<file path="config.mk">
export PLATFORM = sky130hd
export DESIGN_NAME = int_to_radix_text_padded
export DESIGN_NICKNAME = d
export VERILOG_FILES = /design/src/hdl/itrt_pkg.sv /design/src/hdl/int_to_radix_text_padded.sv /design/src/hdl/itrt_ram.sv /design/src/hdl/itrt_divider.sv
export SDC_FILE = /design/constraint.sdc
export NUM_CORES = 1
export LEC_CHECK = 0
export CORE_MARGIN = 2
export CORE_UTILIZATION = 35
export CTS_BUF_LIST = sky130_fd_sc_hd__clkbuf_4 sky130_fd_sc_hd__clkbuf_8
export DETAILED_ROUTE_END_ITERATION = 8
export DONT_BUFFER_PORTS = 1
export PLACE_DENSITY = 0.58
export SYNTH_ARGS = -nofsm -noshare
export SYNTH_HDL_FRONTEND = slang
export SYNTH_SLANG_ARGS = --single-unit
</file>
<file path="constraint.sdc">
create_clock -name clk_i -period 8.7 [get_ports clk_i]
set_input_delay 2.175 -clock clk_i [delete_from_list [all_inputs] [get_ports clk_i]]
set_output_delay 2.175 -clock clk_i [all_outputs]
set_load 0.03 [all_outputs]
</file>
<file path="src/hdl/itrt_pkg.sv">
package itrt_pkg;

  localparam int unsigned CFG_W       = 6;
  localparam int unsigned CFG_ADDR_W  = 1;
  localparam int unsigned DIGIT_W     = 6;
  localparam int unsigned CHAR_W      = 7;
  localparam int unsigned DIV_STEP_BITS = 4;

  localparam logic [CFG_ADDR_W-1:0] REG_RADIX = 1'd0;
  localparam logic [CFG_ADDR_W-1:0] REG_PAD   = 1'd1;

  localparam logic [CFG_W-1:0] RADIX_RESET = 6'd10;
  localparam logic [CFG_W-1:0] PAD_RESET   = 6'd0;
  localparam logic [CFG_W-1:0] RADIX_MIN   = 6'd2;
  localparam logic [CFG_W-1:0] RADIX_MAX   = 6'd36;

  localparam logic [CHAR_W-1:0] CHAR_ZERO       = 7'h30;
  localparam logic [CHAR_W-1:0] CHAR_UPPER_A    = 7'h41;
  localparam logic [CHAR_W-1:0] CHAR_MINUS      = 7'h2D;
  localparam logic [CHAR_W-1:0] CHAR_UNDERSCORE = 7'h5F;
  localparam logic [CHAR_W-1:0] DECIMAL_DIGITS  = 7'd10;

  typedef enum logic [2:0] {
    ST_IDLE,
    ST_DIV,
    ST_LEN,
    ST_PAD,
    ST_SIGN,
    ST_RD,
    ST_DIG
  } state_e;

  typedef struct packed {
    logic done;
    logic zero;
  } div_status_t;

  function automatic logic [CHAR_W-1:0] digit_char(input logic [DIGIT_W-1:0] d);
    logic [CHAR_W-1:0] dx;
    dx = CHAR_W'(d);
    if (dx < DECIMAL_DIGITS) begin
      return CHAR_ZERO + dx;
    end else begin
      return CHAR_UPPER_A + (dx - DECIMAL_DIGITS);
    end
  endfunction

endpackage

</file>
<file path="src/hdl/int_to_radix_text_padded.sv">
// Channel   Direction  Contents
// s_*       in         tdata: value (VALUE_BITS, two's complement), zero-filled to bytes
// m_*       out        tdata: text_char (7 bits); tlast: last character of the number
// cfg_*     in         write enable, register index (0 radix, 1 pad width), 6-bit data
//
// Each digit comes from the shared divider, which retires four quotient bits per cycle.
// Pad underscores and the sign are emitted directly; each digit is first read back
// through the registered port of the digit RAM.
// s_tready is high only while the sequencer is idle; a stalled m_tready holds
// the sequencer. Reset sets radix to 10 and pad width to 0; the digit RAM is not cleared.
module int_to_radix_text_padded #(
  parameter int VALUE_BITS = 32,
  parameter int MAX_TEXT   = 48
) (
  input  logic                              clk_i,
  input  logic                              rst_ni,
  input  logic                              s_tvalid,
  output logic                              s_tready,
  input  logic [((VALUE_BITS+7)/8)*8-1:0]   s_tdata,   // [VALUE_BITS-1:0] value
  output logic                              m_tvalid,
  input  logic                              m_tready,
  output logic [7:0]                        m_tdata,   // [6:0] text_char
  output logic                              m_tlast,
  input  logic                              cfg_we_i,
  input  logic [itrt_pkg::CFG_ADDR_W-1:0]   cfg_addr_i,
  input  logic [itrt_pkg::CFG_W-1:0]        cfg_data_i
);

  localparam int DIGIT_DEPTH = VALUE_BITS + 1;
  localparam int AW          = $clog2(DIGIT_DEPTH);
  localparam int CNT_W       = $clog2(VALUE_BITS + MAX_TEXT + 2);

  itrt_pkg::state_e              state_q, state_d;
  itrt_pkg::div_status_t         div_stat;

  logic [itrt_pkg::CFG_W-1:0]    radix_q, pad_width_q;
  logic [itrt_pkg::DIGIT_W-1:0]  base_q, base_d;
  logic [CNT_W-1:0]              pad_q, pad_d;
  logic                          neg_q, neg_d;
  logic [CNT_W-1:0]              ndig_q, ndig_d;
  logic [CNT_W-1:0]              pads_q, pads_d;
  logic [CNT_W-1:0]              left_q, left_d;
  logic [AW-1:0]                 dig_idx_q, dig_idx_d;
  logic                          m_valid_q, m_valid_d;
  logic [itrt_pkg::CHAR_W-1:0]   m_char_q, m_char_d;
  logic                          m_last_q, m_last_d;

  logic [VALUE_BITS-1:0]         in_value, in_mag;
  logic [itrt_pkg::DIGIT_W-1:0]  base_eff;
  logic [CNT_W-1:0]              pad_eff, len, total;
  logic                          accept, out_free, out_load, last_char;
  logic                          div_start;
  logic [VALUE_BITS-1:0]         div_dividend, div_quot;
  logic [itrt_pkg::DIGIT_W-1:0]  div_divisor;
  logic [itrt_pkg::DIGIT_W-1:0]  div_rem, ram_rdata;
  logic                          ram_we;

  assign in_value = s_tdata[VALUE_BITS-1:0];
  assign in_mag   = in_value[VALUE_BITS-1] ? (VALUE_BITS'(0) - in_value) : in_value;
  assign accept   = s_tvalid && s_tready;
  assign s_tready = (state_q == itrt_pkg::ST_IDLE);
  assign out_free = !m_valid_q || m_tready;
  assign last_char = (left_q == CNT_W'(1));

  always_comb begin
    if (radix_q < itrt_pkg::RADIX_MIN) begin
      base_eff = itrt_pkg::RADIX_MIN;
    end else if (radix_q > itrt_pkg::RADIX_MAX) begin
      base_eff = itrt_pkg::RADIX_MAX;
    end else begin
      base_eff = radix_q;
    end
    if (CNT_W'(pad_width_q) > CNT_W'(MAX_TEXT)) begin
      pad_eff = CNT_W'(MAX_TEXT);
    end else begin
      pad_eff = CNT_W'(pad_width_q);
    end
  end

  assign len   = ndig_q + CNT_W'(neg_q);
  assign total = (len < pad_q) ? pad_q : len;

  always_ff @(posedge clk_i or negedge rst_ni) begin
    if (!rst_ni) begin
      radix_q     <= itrt_pkg::RADIX_RESET;
      pad_width_q <= itrt_pkg::PAD_RESET;
    end else if (cfg_we_i) begin
      if (cfg_addr_i == itrt_pkg::REG_RADIX) begin
        radix_q <= cfg_data_i;
      end
      if (cfg_addr_i == itrt_pkg::REG_PAD) begin
        pad_width_q <= cfg_data_i;
      end
    end
  end

  always_comb begin
    state_d = state_q;
    case (state_q)
      itrt_pkg::ST_IDLE: begin
        if (accept) begin
          state_d = itrt_pkg::ST_DIV;
        end
      end
      itrt_pkg::ST_DIV: begin
        if (div_stat.done && div_stat.zero) begin
          state_d = itrt_pkg::ST_LEN;
        end
      end
      itrt_pkg::ST_LEN: begin
        if (total != len) begin
          state_d = itrt_pkg::ST_PAD;
        end else if (neg_q) begin
          state_d = itrt_pkg::ST_SIGN;
        end else begin
          state_d = itrt_pkg::ST_RD;
        end
      end
      itrt_pkg::ST_PAD: begin
        if (out_free && pads_q == CNT_W'(1)) begin
          state_d = neg_q ? itrt_pkg::ST_SIGN : itrt_pkg::ST_RD;
        end
      end
      itrt_pkg::ST_SIGN, itrt_pkg::ST_DIG: begin
        if (out_free) begin
          state_d = last_char ? itrt_pkg::ST_IDLE : itrt_pkg::ST_RD;
        end
      end
      itrt_pkg::ST_RD: begin
        state_d = itrt_pkg::ST_DIG;
      end
      default: begin
        state_d = itrt_pkg::ST_IDLE;
      end
    endcase
  end

  always_comb begin
    base_d       = base_q;
    pad_d        = pad_q;
    neg_d        = neg_q;
    ndig_d       = ndig_q;
    pads_d       = pads_q;
    left_d       = left_q;
    dig_idx_d    = dig_idx_q;
    m_char_d     = m_char_q;
    m_last_d     = m_last_q;
    m_valid_d    = m_valid_q && !m_tready;
    div_start    = 1'b0;
    div_dividend = div_quot;
    ram_we       = 1'b0;
    out_load     = 1'b0;
    case (state_q)
      itrt_pkg::ST_IDLE: begin
        if (accept) begin
          base_d       = base_eff;
          pad_d        = pad_eff;
          neg_d        = in_value[VALUE_BITS-1];
          ndig_d       = '0;
          div_start    = 1'b1;
          div_dividend = in_mag;
        end
      end
      itrt_pkg::ST_DIV: begin
        if (div_stat.done) begin
          ram_we    = 1'b1;
          ndig_d    = ndig_q + CNT_W'(1);
          div_start = !div_stat.zero;
        end
      end
      itrt_pkg::ST_LEN: begin
        pads_d    = total - len;
        left_d    = (total > CNT_W'(MAX_TEXT)) ? CNT_W'(MAX_TEXT) : total;
        dig_idx_d = AW'(ndig_q - CNT_W'(1));
      end
      itrt_pkg::ST_PAD: begin
        if (out_free) begin
          out_load = 1'b1;
          m_char_d = itrt_pkg::CHAR_UNDERSCORE;
          pads_d   = pads_q - CNT_W'(1);
        end
      end
      itrt_pkg::ST_SIGN: begin
        if (out_free) begin
          out_load = 1'b1;
          m_char_d = itrt_pkg::CHAR_MINUS;
        end
      end
      itrt_pkg::ST_DIG: begin
        if (out_free) begin
          out_load  = 1'b1;
          m_char_d  = itrt_pkg::digit_char(ram_rdata);
          dig_idx_d = dig_idx_q - AW'(1);
        end
      end
      default: begin
      end
    endcase
    if (out_load) begin
      m_valid_d = 1'b1;
      m_last_d  = last_char;
      left_d    = left_q - CNT_W'(1);
    end
  end

  always_ff @(posedge clk_i or negedge rst_ni) begin
    if (!rst_ni) begin
      state_q   <= itrt_pkg::ST_IDLE;
      m_valid_q <= 1'b0;
      ndig_q    <= '0;
      left_q    <= '0;
      pads_q    <= '0;
    end else begin
      state_q   <= state_d;
      m_valid_q <= m_valid_d;
      ndig_q    <= ndig_d;
      left_q    <= left_d;
      pads_q    <= pads_d;
    end
  end

  always_ff @(posedge clk_i) begin
    base_q    <= base_d;
    pad_q     <= pad_d;
    neg_q     <= neg_d;
    dig_idx_q <= dig_idx_d;
    m_char_q  <= m_char_d;
    m_last_q  <= m_last_d;
  end

  assign div_divisor = (state_q == itrt_pkg::ST_IDLE) ? base_eff : base_q;

  itrt_divider #(
    .VALUE_BITS (VALUE_BITS)
  ) u_divider (
    .clk_i       (clk_i),
    .rst_ni      (rst_ni),
    .start_i     (div_start),
    .dividend_i  (div_dividend),
    .divisor_i   (div_divisor),
    .status_o    (div_stat),
    .quotient_o  (div_quot),
    .remainder_o (div_rem)
  );

  itrt_ram #(
    .WIDTH (itrt_pkg::DIGIT_W),
    .DEPTH (DIGIT_DEPTH)
  ) u_digit_ram (
    .clk_i   (clk_i),
    .we_i    (ram_we),
    .waddr_i (ndig_q[AW-1:0]),
    .wdata_i (div_rem),
    .raddr_i (dig_idx_q),
    .rdata_o (ram_rdata)
  );

  assign m_tvalid = m_valid_q;
  assign m_tdata  = {1'b0, m_char_q};
  assign m_tlast  = m_last_q;

`ifndef SYNTHESIS
  assert property (@(posedge clk_i) disable iff (!rst_ni)
    div_stat.done |-> (state_q == itrt_pkg::ST_DIV))
    else $error("divider finished outside of the division phase");

  assert property (@(posedge clk_i) disable iff (!rst_ni)
    ndig_q <= CNT_W'(VALUE_BITS))
    else $error("digit count exceeds the digit store");

  assert property (@(posedge clk_i) disable iff (!rst_ni)
    (state_q == itrt_pkg::ST_PAD || state_q == itrt_pkg::ST_SIGN ||
     state_q == itrt_pkg::ST_RD || state_q == itrt_pkg::ST_DIG) |-> (left_q != '0))
    else $error("emission phase with no characters left");

  assert property (@(posedge clk_i) disable iff (!rst_ni)
    (out_load && last_char) |=> (state_q == itrt_pkg::ST_IDLE))
    else $error("last character sent but sequencer did not return to idle");
`endif

endmodule

</file>
<file path="src/hdl/itrt_ram.sv">
module itrt_ram #(
  parameter int WIDTH = 6,
  parameter int DEPTH = 33
) (
  input  logic                     clk_i,
  input  logic                     we_i,
  input  logic [$clog2(DEPTH)-1:0] waddr_i,
  input  logic [WIDTH-1:0]         wdata_i,
  input  logic [$clog2(DEPTH)-1:0] raddr_i,
  output logic [WIDTH-1:0]         rdata_o
);

  logic [WIDTH-1:0] mem_q [DEPTH];
  logic [WIDTH-1:0] rdata_q;

  always_ff @(posedge clk_i) begin
    if (we_i) begin
      mem_q[waddr_i] <= wdata_i;
    end
    rdata_q <= mem_q[raddr_i];
  end

  assign rdata_o = rdata_q;

endmodule

</file>
<file path="src/hdl/itrt_divider.sv">
module itrt_divider #(
  parameter int VALUE_BITS = 32
) (
  input  logic                         clk_i,
  input  logic                         rst_ni,
  input  logic                         start_i,
  input  logic [VALUE_BITS-1:0]        dividend_i,
  input  logic [itrt_pkg::DIGIT_W-1:0] divisor_i,
  output itrt_pkg::div_status_t        status_o,
  output logic [VALUE_BITS-1:0]        quotient_o,
  output logic [itrt_pkg::DIGIT_W-1:0] remainder_o
);

  localparam int STEP  = itrt_pkg::DIV_STEP_BITS;
  localparam int DIV_W = ((VALUE_BITS + STEP - 1) / STEP) * STEP;
  localparam int STEPS = DIV_W / STEP;
  localparam int CW    = $clog2(STEPS + 1);
  localparam int RW    = itrt_pkg::DIGIT_W + 1;

  logic [DIV_W-1:0]              quot_q, step_quot;
  logic [itrt_pkg::DIGIT_W-1:0]  rem_q, div_q;
  logic [RW-1:0]                 step_rem;
  logic [CW-1:0]                 cnt_q;
  logic                          done_q;

  // Restoring division, STEP quotient bits per cycle.
  always_comb begin
    step_rem  = {1'b0, rem_q};
    step_quot = quot_q;
    for (int i = 0; i < STEP; i++) begin
      step_rem  = {step_rem[RW-2:0], step_quot[DIV_W-1]};
      step_quot = {step_quot[DIV_W-2:0], 1'b0};
      if (step_rem >= {1'b0, div_q}) begin
        step_rem     = step_rem - {1'b0, div_q};
        step_quot[0] = 1'b1;
      end
    end
  end

  always_ff @(posedge clk_i or negedge rst_ni) begin
    if (!rst_ni) begin
      cnt_q  <= '0;
      done_q <= 1'b0;
    end else begin
      done_q <= !start_i && (cnt_q == CW'(1));
      if (start_i) begin
        cnt_q <= CW'(STEPS);
      end else if (cnt_q != '0) begin
        cnt_q <= cnt_q - CW'(1);
      end
    end
  end

  always_ff @(posedge clk_i) begin
    if (start_i) begin
      quot_q <= DIV_W'(dividend_i);
      rem_q  <= '0;
      div_q  <= divisor_i;
    end else if (cnt_q != '0) begin
      quot_q <= step_quot;
      rem_q  <= step_rem[itrt_pkg::DIGIT_W-1:0];
    end
  end

  assign status_o.done = done_q;
  assign status_o.zero = (quot_q == '0);
  assign quotient_o    = quot_q[VALUE_BITS-1:0];
  assign remainder_o   = rem_q;

endmodule
</file>
==> results of run 1 <==
## worst min-delay path by stage
stage / to / slack (ns) / depth (start not counted)
floorplan: u_digit_ram.rdata_o[0]$_DFF_P_ / 0.42 / 2
CTS: u_digit_ram.rdata_o[2]$_DFF_P_ / 0.45 / 2
finish: u_digit_ram.rdata_o[2]$_DFF_P_ / 0.45 / 2
global route: u_digit_ram.rdata_o[3]$_DFF_P_ / 0.48 / 2
detailed placement: u_digit_ram.rdata_o[1]$_DFF_P_ / 0.44 / 2
global placement: u_digit_ram.rdata_o[2]$_DFF_P_ / 0.43 / 2
## through the flow
step                setup slack [ns]   util
floorplan                      0.627      -
global placement               0.714  0.369
detailed placement             0.503  0.369
CTS                            0.440  0.393
global route                  0.0791  0.394
finish                         0.676  0.394
## sequential cells by signal (all words and copies together) (netlist names)
signal                 count
base_q                     6
dig_idx_q                  6
left_q                     7
m_char_q                   7
m_tlast                    1
m_tvalid                   1
ndig_q                     7
neg_q                      1
pad_q                      6
pad_width_q                6
pads_q                     7
radix_q                    6
state_q                    3
u_digit_ram.mem_q        198
u_digit_ram.rdata_o        6
u_divider.cnt_q            4
u_divider.div_q            6
u_divider.done_q           1
u_divider.quotient_o      32
u_divider.remainder_o      6
## tightest hold or removal path: stages, from the launching register on
cell and delay, ns:
edfxtp_1 0.32, nand2_1 0.04, o21ai_0 0.06
## synth_stat cells (all sizes together) (3+ instances only)
cell / count
ha: 50
nand2: 80
inv: 50
o31ai: 10
nor3b: 3
mux2i: 20
a22o: 5
fa: 5
a21boi: 3
dfxtp: 12
nor3: 13
o211ai: 4
xor2: 40
o31a: 4
nand3: 20
o22ai: 4
nand4: 8
or2: 5
o21bai: 4
o41ai: 8
a21o: 11
clkbuf: 41
buf: 9
o21a: 9
nor4: 13
nor2: 114
dfrtp: 40
edfxtp: 263
mux4: 60
or3: 8
nor2b: 15
or4: 9
and2: 8
xnor2: 22
mux2: 26
a21oi: 53
a211oi: 9
nand2b: 15
and3: 4
o21ai: 56
a211o: 3
## kinds of logic after synthesis
kind of cell	after synthesis
xor+xnor	62
flops	317
fa+ha+maj	56
other cells	1
mux	106
buf+inv	100
compound gates	198
simple gates	321
## timing repair
action,4_1_cts,5_1_grt
gates resized for setup,0,2
hold endpoints to repair,0,0
buffers inserted,0,1
endpoints found under the setup margin,0,7
## cell type report
type | count | share of cell area
well taps | 592 | 0.0426
inverters | 50 | 0.0108
clock buffers | 82 | 0.0567
flip-flops and latches | 317 | 0.529
clock inverters | 14 | 0.00627
repair buffers | 17 | 0.00735
multi-input cells | 744 | 0.347
## per-layer routing
metal	track usage	up-vias
met5	0	-
met2	0.236	210
met4	0.0503	0
met3	0.0334	64
met1	0.197	4550
li1	-	4418
## placed cells by master, fill, tap and decap left out, types with 12 or more instances in the layout
cell / netlist / routed
xnor2_1: 22 / 22
buf_4: 1 / 17
ha_1: 50 / 50
nand2b_1: 15 / 15
nor4_1: 12 / 12
dfrtp_1: 40 / 40
inv_1: 50 / 50
nand3_1: 20 / 20
o21ai_0: 54 / 53
xor2_1: 40 / 40
nor2b_1: 14 / 14
nand2_1: 80 / 79
nor2_1: 114 / 114
a21oi_1: 53 / 52
mux2_2: 22 / 22
clkbuf_4: 0 / 23
mux2i_1: 20 / 20
mux4_2: 60 / 60
clkbuf_8: 0 / 59
edfxtp_1: 263 / 263
nor3_1: 13 / 12
dfxtp_1: 12 / 12
==> run summary, run 1 <==
Status: complete, no violations
Compound-Gate Fraction of Synth Area: 0.0860
Post-synth EDFFs: 263
Multiplexer share of the synthesized area: 0.119
Layout cell share with drive strength beyond 1: 0.180
CP bufs+invs: 4
Vias per std cell: 5.09
Total global routing track utilization: 0.147
Synthesized area per cell: 13.4 um2
Top Layer Used: met4
Hold_ws: 0.449 ns
CP max FO: 7
Row count: 77
DR pass1 iterations: 4
Iteration-0 DRC Markers: 631
Largest net degree at the start of global routing: 82
Final Hold Viols: 0
CP top delay family: compound AO/OA/AOI/OAI gates
Met2 Wirelength: 15.6 mm
Crit. End Element: flip-flop
Die Ht: 215 um
Layout Cells excl Fill: 1816
Kind of critical path: flip-flop to flip-flop
Clock skew: 0.0226 ns
Root Buffer: clkbuf_8
Detail Route Antenna Nets: 0
Unique masters post-synth: 77
I/O pin count: 55
#FFs+latches synth: 317
WP depth: 34
Vias: 9242
Number of global-route vias before repair: 9403
Synth Area in Simple Gates: 0.0979
Cell depth of the worst flop-to-flop path: 34
Xor and xnor area share after synthesis: 0.0348
Core area: 44100 um2
Clock Path Buffers: 3
# nets final: 1282
End point of the critical path: u_divider.remainder_o[0]$_SDFFE_PP0P_
Tcrit/Tclk final: 0.922
Final setup fails: 0
Grt ovf: 0
Routability cong.: 0.840
Sequential fraction of the synthesis area: 0.590
R2r startpoint: u_divider.div_q[2]$_DFFE_PP_
Setup_tns: 0 ns
Top post-synthesis cells by area: edfxtp_1 51%, mux4_2 8.7%, dfrtp_1 6.4%
Synth area leader: edfxtp_1
Worst path required time: 9.27 ns
WL final: 33.6 mm
Placed Area: 16300 um2
Die X-Extent: 215 um
DIE AREA: 46200 um2
Slew Viols, Final: 0
Worst slew pin tran: 0.946 ns
First-pass GRT wire length: 53.4 mm
MaxCap Viol Count: 0
Detailed Place HPWL: 22.7 mm
H-tree Lvls: 2
Cts hold-fix bufs: 0
Relative slew margins: 0.369
FILL cells: 4146
Wl on met1: 15.4 mm
Diode count: 0
Total clock buffers created by CTS: 53
Ys flop type: edfxtp_1
Clock Latency Late Sink: 0.64 ns
CP Data Arrival Time: 8.59 ns
Antenna violations before repair: 0
# DRC: 0
Max frequency: 125 MHz
Critical path's slowest cell: or2_2
IO Port Bufs: 0
Clk slew on worst S/H paths: 0.06 ns
Multi-input logic area: 6030 um2
CTS tree: built
Starting Density: 0.353
RSZ-0062 raised after global routing: no
Design area: 17400 um2
Reg2reg end: u_divider.remainder_o[0]$_SDFFE_PP0P_
YS warnings: 0
Min-Delay Path Class: flip-flop to flip-flop
P&R area growth vs syn: 11.4%
Cells after DPL: 1719
Met3 Routed Length: 1.74 mm
Worst Setup SP: u_divider.div_q[2]$_DFFE_PP_
Startpoint Class: flip-flop
Post-synth top area share: 0.507
CTS Sinks: 317
Reg-to-reg setup timing slack: 0.68 ns
WL per Instance: 18.5 um
Worst Hold Launch: u_digit_ram.mem_q[32][2]$_DFFE_PP_
Post-synthesis adder-cell area fraction: 0.0472
FFs w/ async S/R, synth: 0.132
Final min period: 8.02 ns
Worst path max stage delay: 0.41 ns
Cells after Synth: 1161
Mapped cell area: 15600 um2
Largest family of logic cells by synthesized area: multiplexers
Syn Nets: 1260
FF+latch area: 9190 um2
Power of run 1 is not shown: default switching activity piles up to over one toggle a cycle in this logic, so the estimate is an artifact.
==> run 2, diff against run 1 <==
==> constraint.sdc (replaced) <==
create_clock -name clk_i -period 8.7 [get_ports clk_i]
set_input_delay 2.175 -clock clk_i [delete_from_list [all_inputs] [get_ports clk_i]]
set_output_delay 2.175 -clock clk_i [all_outputs]
set_load 0.01 [all_outputs]
==> run summary, run 2 (synthesis results as in run 1) <==
Final setup fails: 0 (unchanged)
Crit. End Element: flip-flop
DIE AREA: 46200 um2 (unchanged)
Worst path required time: 9.26 ns (about the same)
Iteration-0 DRC Markers: 687 (+8.9%)
Final Hold Viols: 0 (unchanged)
Number of global-route vias before repair: 9371 (-0.34%)
RSZ-0062 raised after global routing: no
Most common cell after layout, fill and taps aside: edfxtp_1
P&R area growth vs syn: 11.3%
CP Data Arrival Time: 8.66 ns (+0.07 ns)
Final worst slack: 0.605 ns (-0.0715 ns)
Worst slew pin tran: 0.979 ns (+0.0325 ns)
Tcrit/Tclk final: 0.930 (+0.00821)
Total global routing track utilization: 0.147 (about the same)
Critical path's slowest cell: or2_2
Startpoint Class: flip-flop
Largest net degree at the start of global routing: 82 (unchanged)
Clock Latency Late Sink: 0.65 ns (about the same)
Starting Density: 0.353 (unchanged)
Kind of critical path: flip-flop to flip-flop
Root Buffer: clkbuf_8
First-pass GRT wire length: 53.2 mm (-0.25%)
# DRC: 0 (unchanged)
Layout cell share with drive strength beyond 1: 0.177 (-0.00288)
Grt ovf: 0 (unchanged)
Detail Route Antenna Nets: 0 (unchanged)
Cts repair resizes: 0 (unchanged)
IO Port Bufs: 0 (unchanged)
MaxCap Viol Count: 0 (unchanged)
I/O pin count: 55 (unchanged)
Core area: 44100 um2 (unchanged)
Vias per std cell: 5.08 (-0.11%)
CP max FO: 7 (unchanged)
CP top delay family: compound AO/OA/AOI/OAI gates
H-tree Lvls: 2 (unchanged)
Final min period: 8.09 ns (+0.0715 ns)
# nets final: 1282 (unchanged)
Min-Delay Path Class: flip-flop to flip-flop
Worst path max stage delay: 0.41 ns (about the same)
Row count: 77 (unchanged)
Clock skew: 0.0395 ns (+0.0170 ns)
Clock Path Buffers: 3 (unchanged)
Post-CTS Setup Bufs: 0 (unchanged)
DR pass1 iterations: 5 (+1)
Status: complete, no violations
CP dominant cell by count: ha_1
Post-Route Utilization: 0.393 (-0.000539)
CTS Sinks: 317 (unchanged)
WL final: 33.4 mm (-0.47%)
Slew Viols, Final: 0 (unchanged)
Routability cong.: 0.840 (unchanged)
Multi-input logic area: 6030 um2 (unchanged)
CTS tree: built
CP bufs+invs: 4 (unchanged)
Vias: 9247 (+0.054%)
Total clock buffers created by CTS: 54 (+1.9%)
WL per Instance: 18.4 um (-0.63%)
Clk slew on worst S/H paths: 0.06 ns (about the same)
Setup_tns: 0 ns (unchanged)
Die X-Extent: 215 um (unchanged)
Max reg flops: 198 (unchanged)
Worst Setup Slack post-DPL: 0.440 ns (-0.0629 ns)
Antenna violations before repair: 0 (unchanged)
Diode count: 0 (unchanged)
Max frequency: 124 MHz (-0.88%)
FILL cells: 4195 (+1.2%)
Die Ht: 215 um (unchanged)
Relative slew margins: 0.347 (-0.0216)
Top reg by flops: u_digit_ram.mem_q
Cts hold-fix bufs: 0 (unchanged)
FF+latch area: 9190 um2 (unchanged)
Detailed Place HPWL: 22.8 mm (+0.24%)
Commonest cells after routing, fill and taps aside: 263 x edfxtp_1, 114 x nor2_1, 79 x nand2_1
[run 2: cell types whose count changed in the layout (fill, tap and decap cells not counted), moves of 2 or more]
cell | before | now
clkbuf_4 | 23 | 15
clkinvlp_4 | 0 | 2
clkinv_1 | 6 | 12
clkinv_2 | 4 | 9
[run 2: worst register-to-register path: cells and delay by family, from the launching register on]
family | cells | cell delay (ns)
fa+ha+maj | 4 | 1.22
buf+inv | 4 | 0.58
mux | 2 | 0.70
flops | 1 | 0.36
compound gates | 18 | 3.99
simple gates | 6 | 1.16
[run 2: worst paths after layout]
check / start / to / slack, ns / cells after the start
setup / recovery: u_divider.div_q[2]$_DFFE_PP_ / u_divider.remainder_o[0]$_SDFFE_PP0P_ / 0.61 / 34
min in group asynchronous: rst_ni / pad_width_q[1]$_DFFE_PN0P_ / 1.22 / 0
max in group asynchronous: rst_ni / radix_q[1]$_DFFE_PN1P_ / 7.29 / 0
hold / removal: u_digit_ram.mem_q[32][2]$_DFFE_PP_ / u_digit_ram.rdata_o[2]$_DFF_P_ / 0.45 / 2
setup reg to reg: u_divider.div_q[2]$_DFFE_PP_ / u_divider.remainder_o[0]$_SDFFE_PP0P_ / 0.61 / 34
hold reg to reg: u_digit_ram.mem_q[32][2]$_DFFE_PP_ / u_digit_ram.rdata_o[2]$_DFF_P_ / 0.45 / 2
[run 2: through the flow]
step / hold WS (ns) / cells / area [um2]
after floorplan: 0.422 / 1161 / 15600
after detailed placement: 0.440 / 1719 / 16300
after CTS: 0.451 / 1819 / 17300
after global routing: 0.482 / 1819 / 17300
after global placement: 0.433 / 1719 / 16300
final: 0.452 / 1819 / 17300
[run 2: routing by layer]
layer | global-route usage | share of wire | routed length (um)
met1 | 0.195 | 0.45 | 15200
met2 | 0.236 | 0.47 | 15700
met3 | 0.0345 | 0.052 | 1730
met4 | 0.0510 | 0.025 | 842
met5 | 0 | 0 | 0
[run 2: area by class of cell]
class                      instances  share of cell area
sequential                       317               0.530
tap                              592              0.0427
timing repair buffer              16             0.00692
clock inverter                    27             0.00959
clock buffer                      73              0.0525
multi-input combinational        744               0.348
inverter                          50              0.0108
Power of run 2 is left out for the same reason.
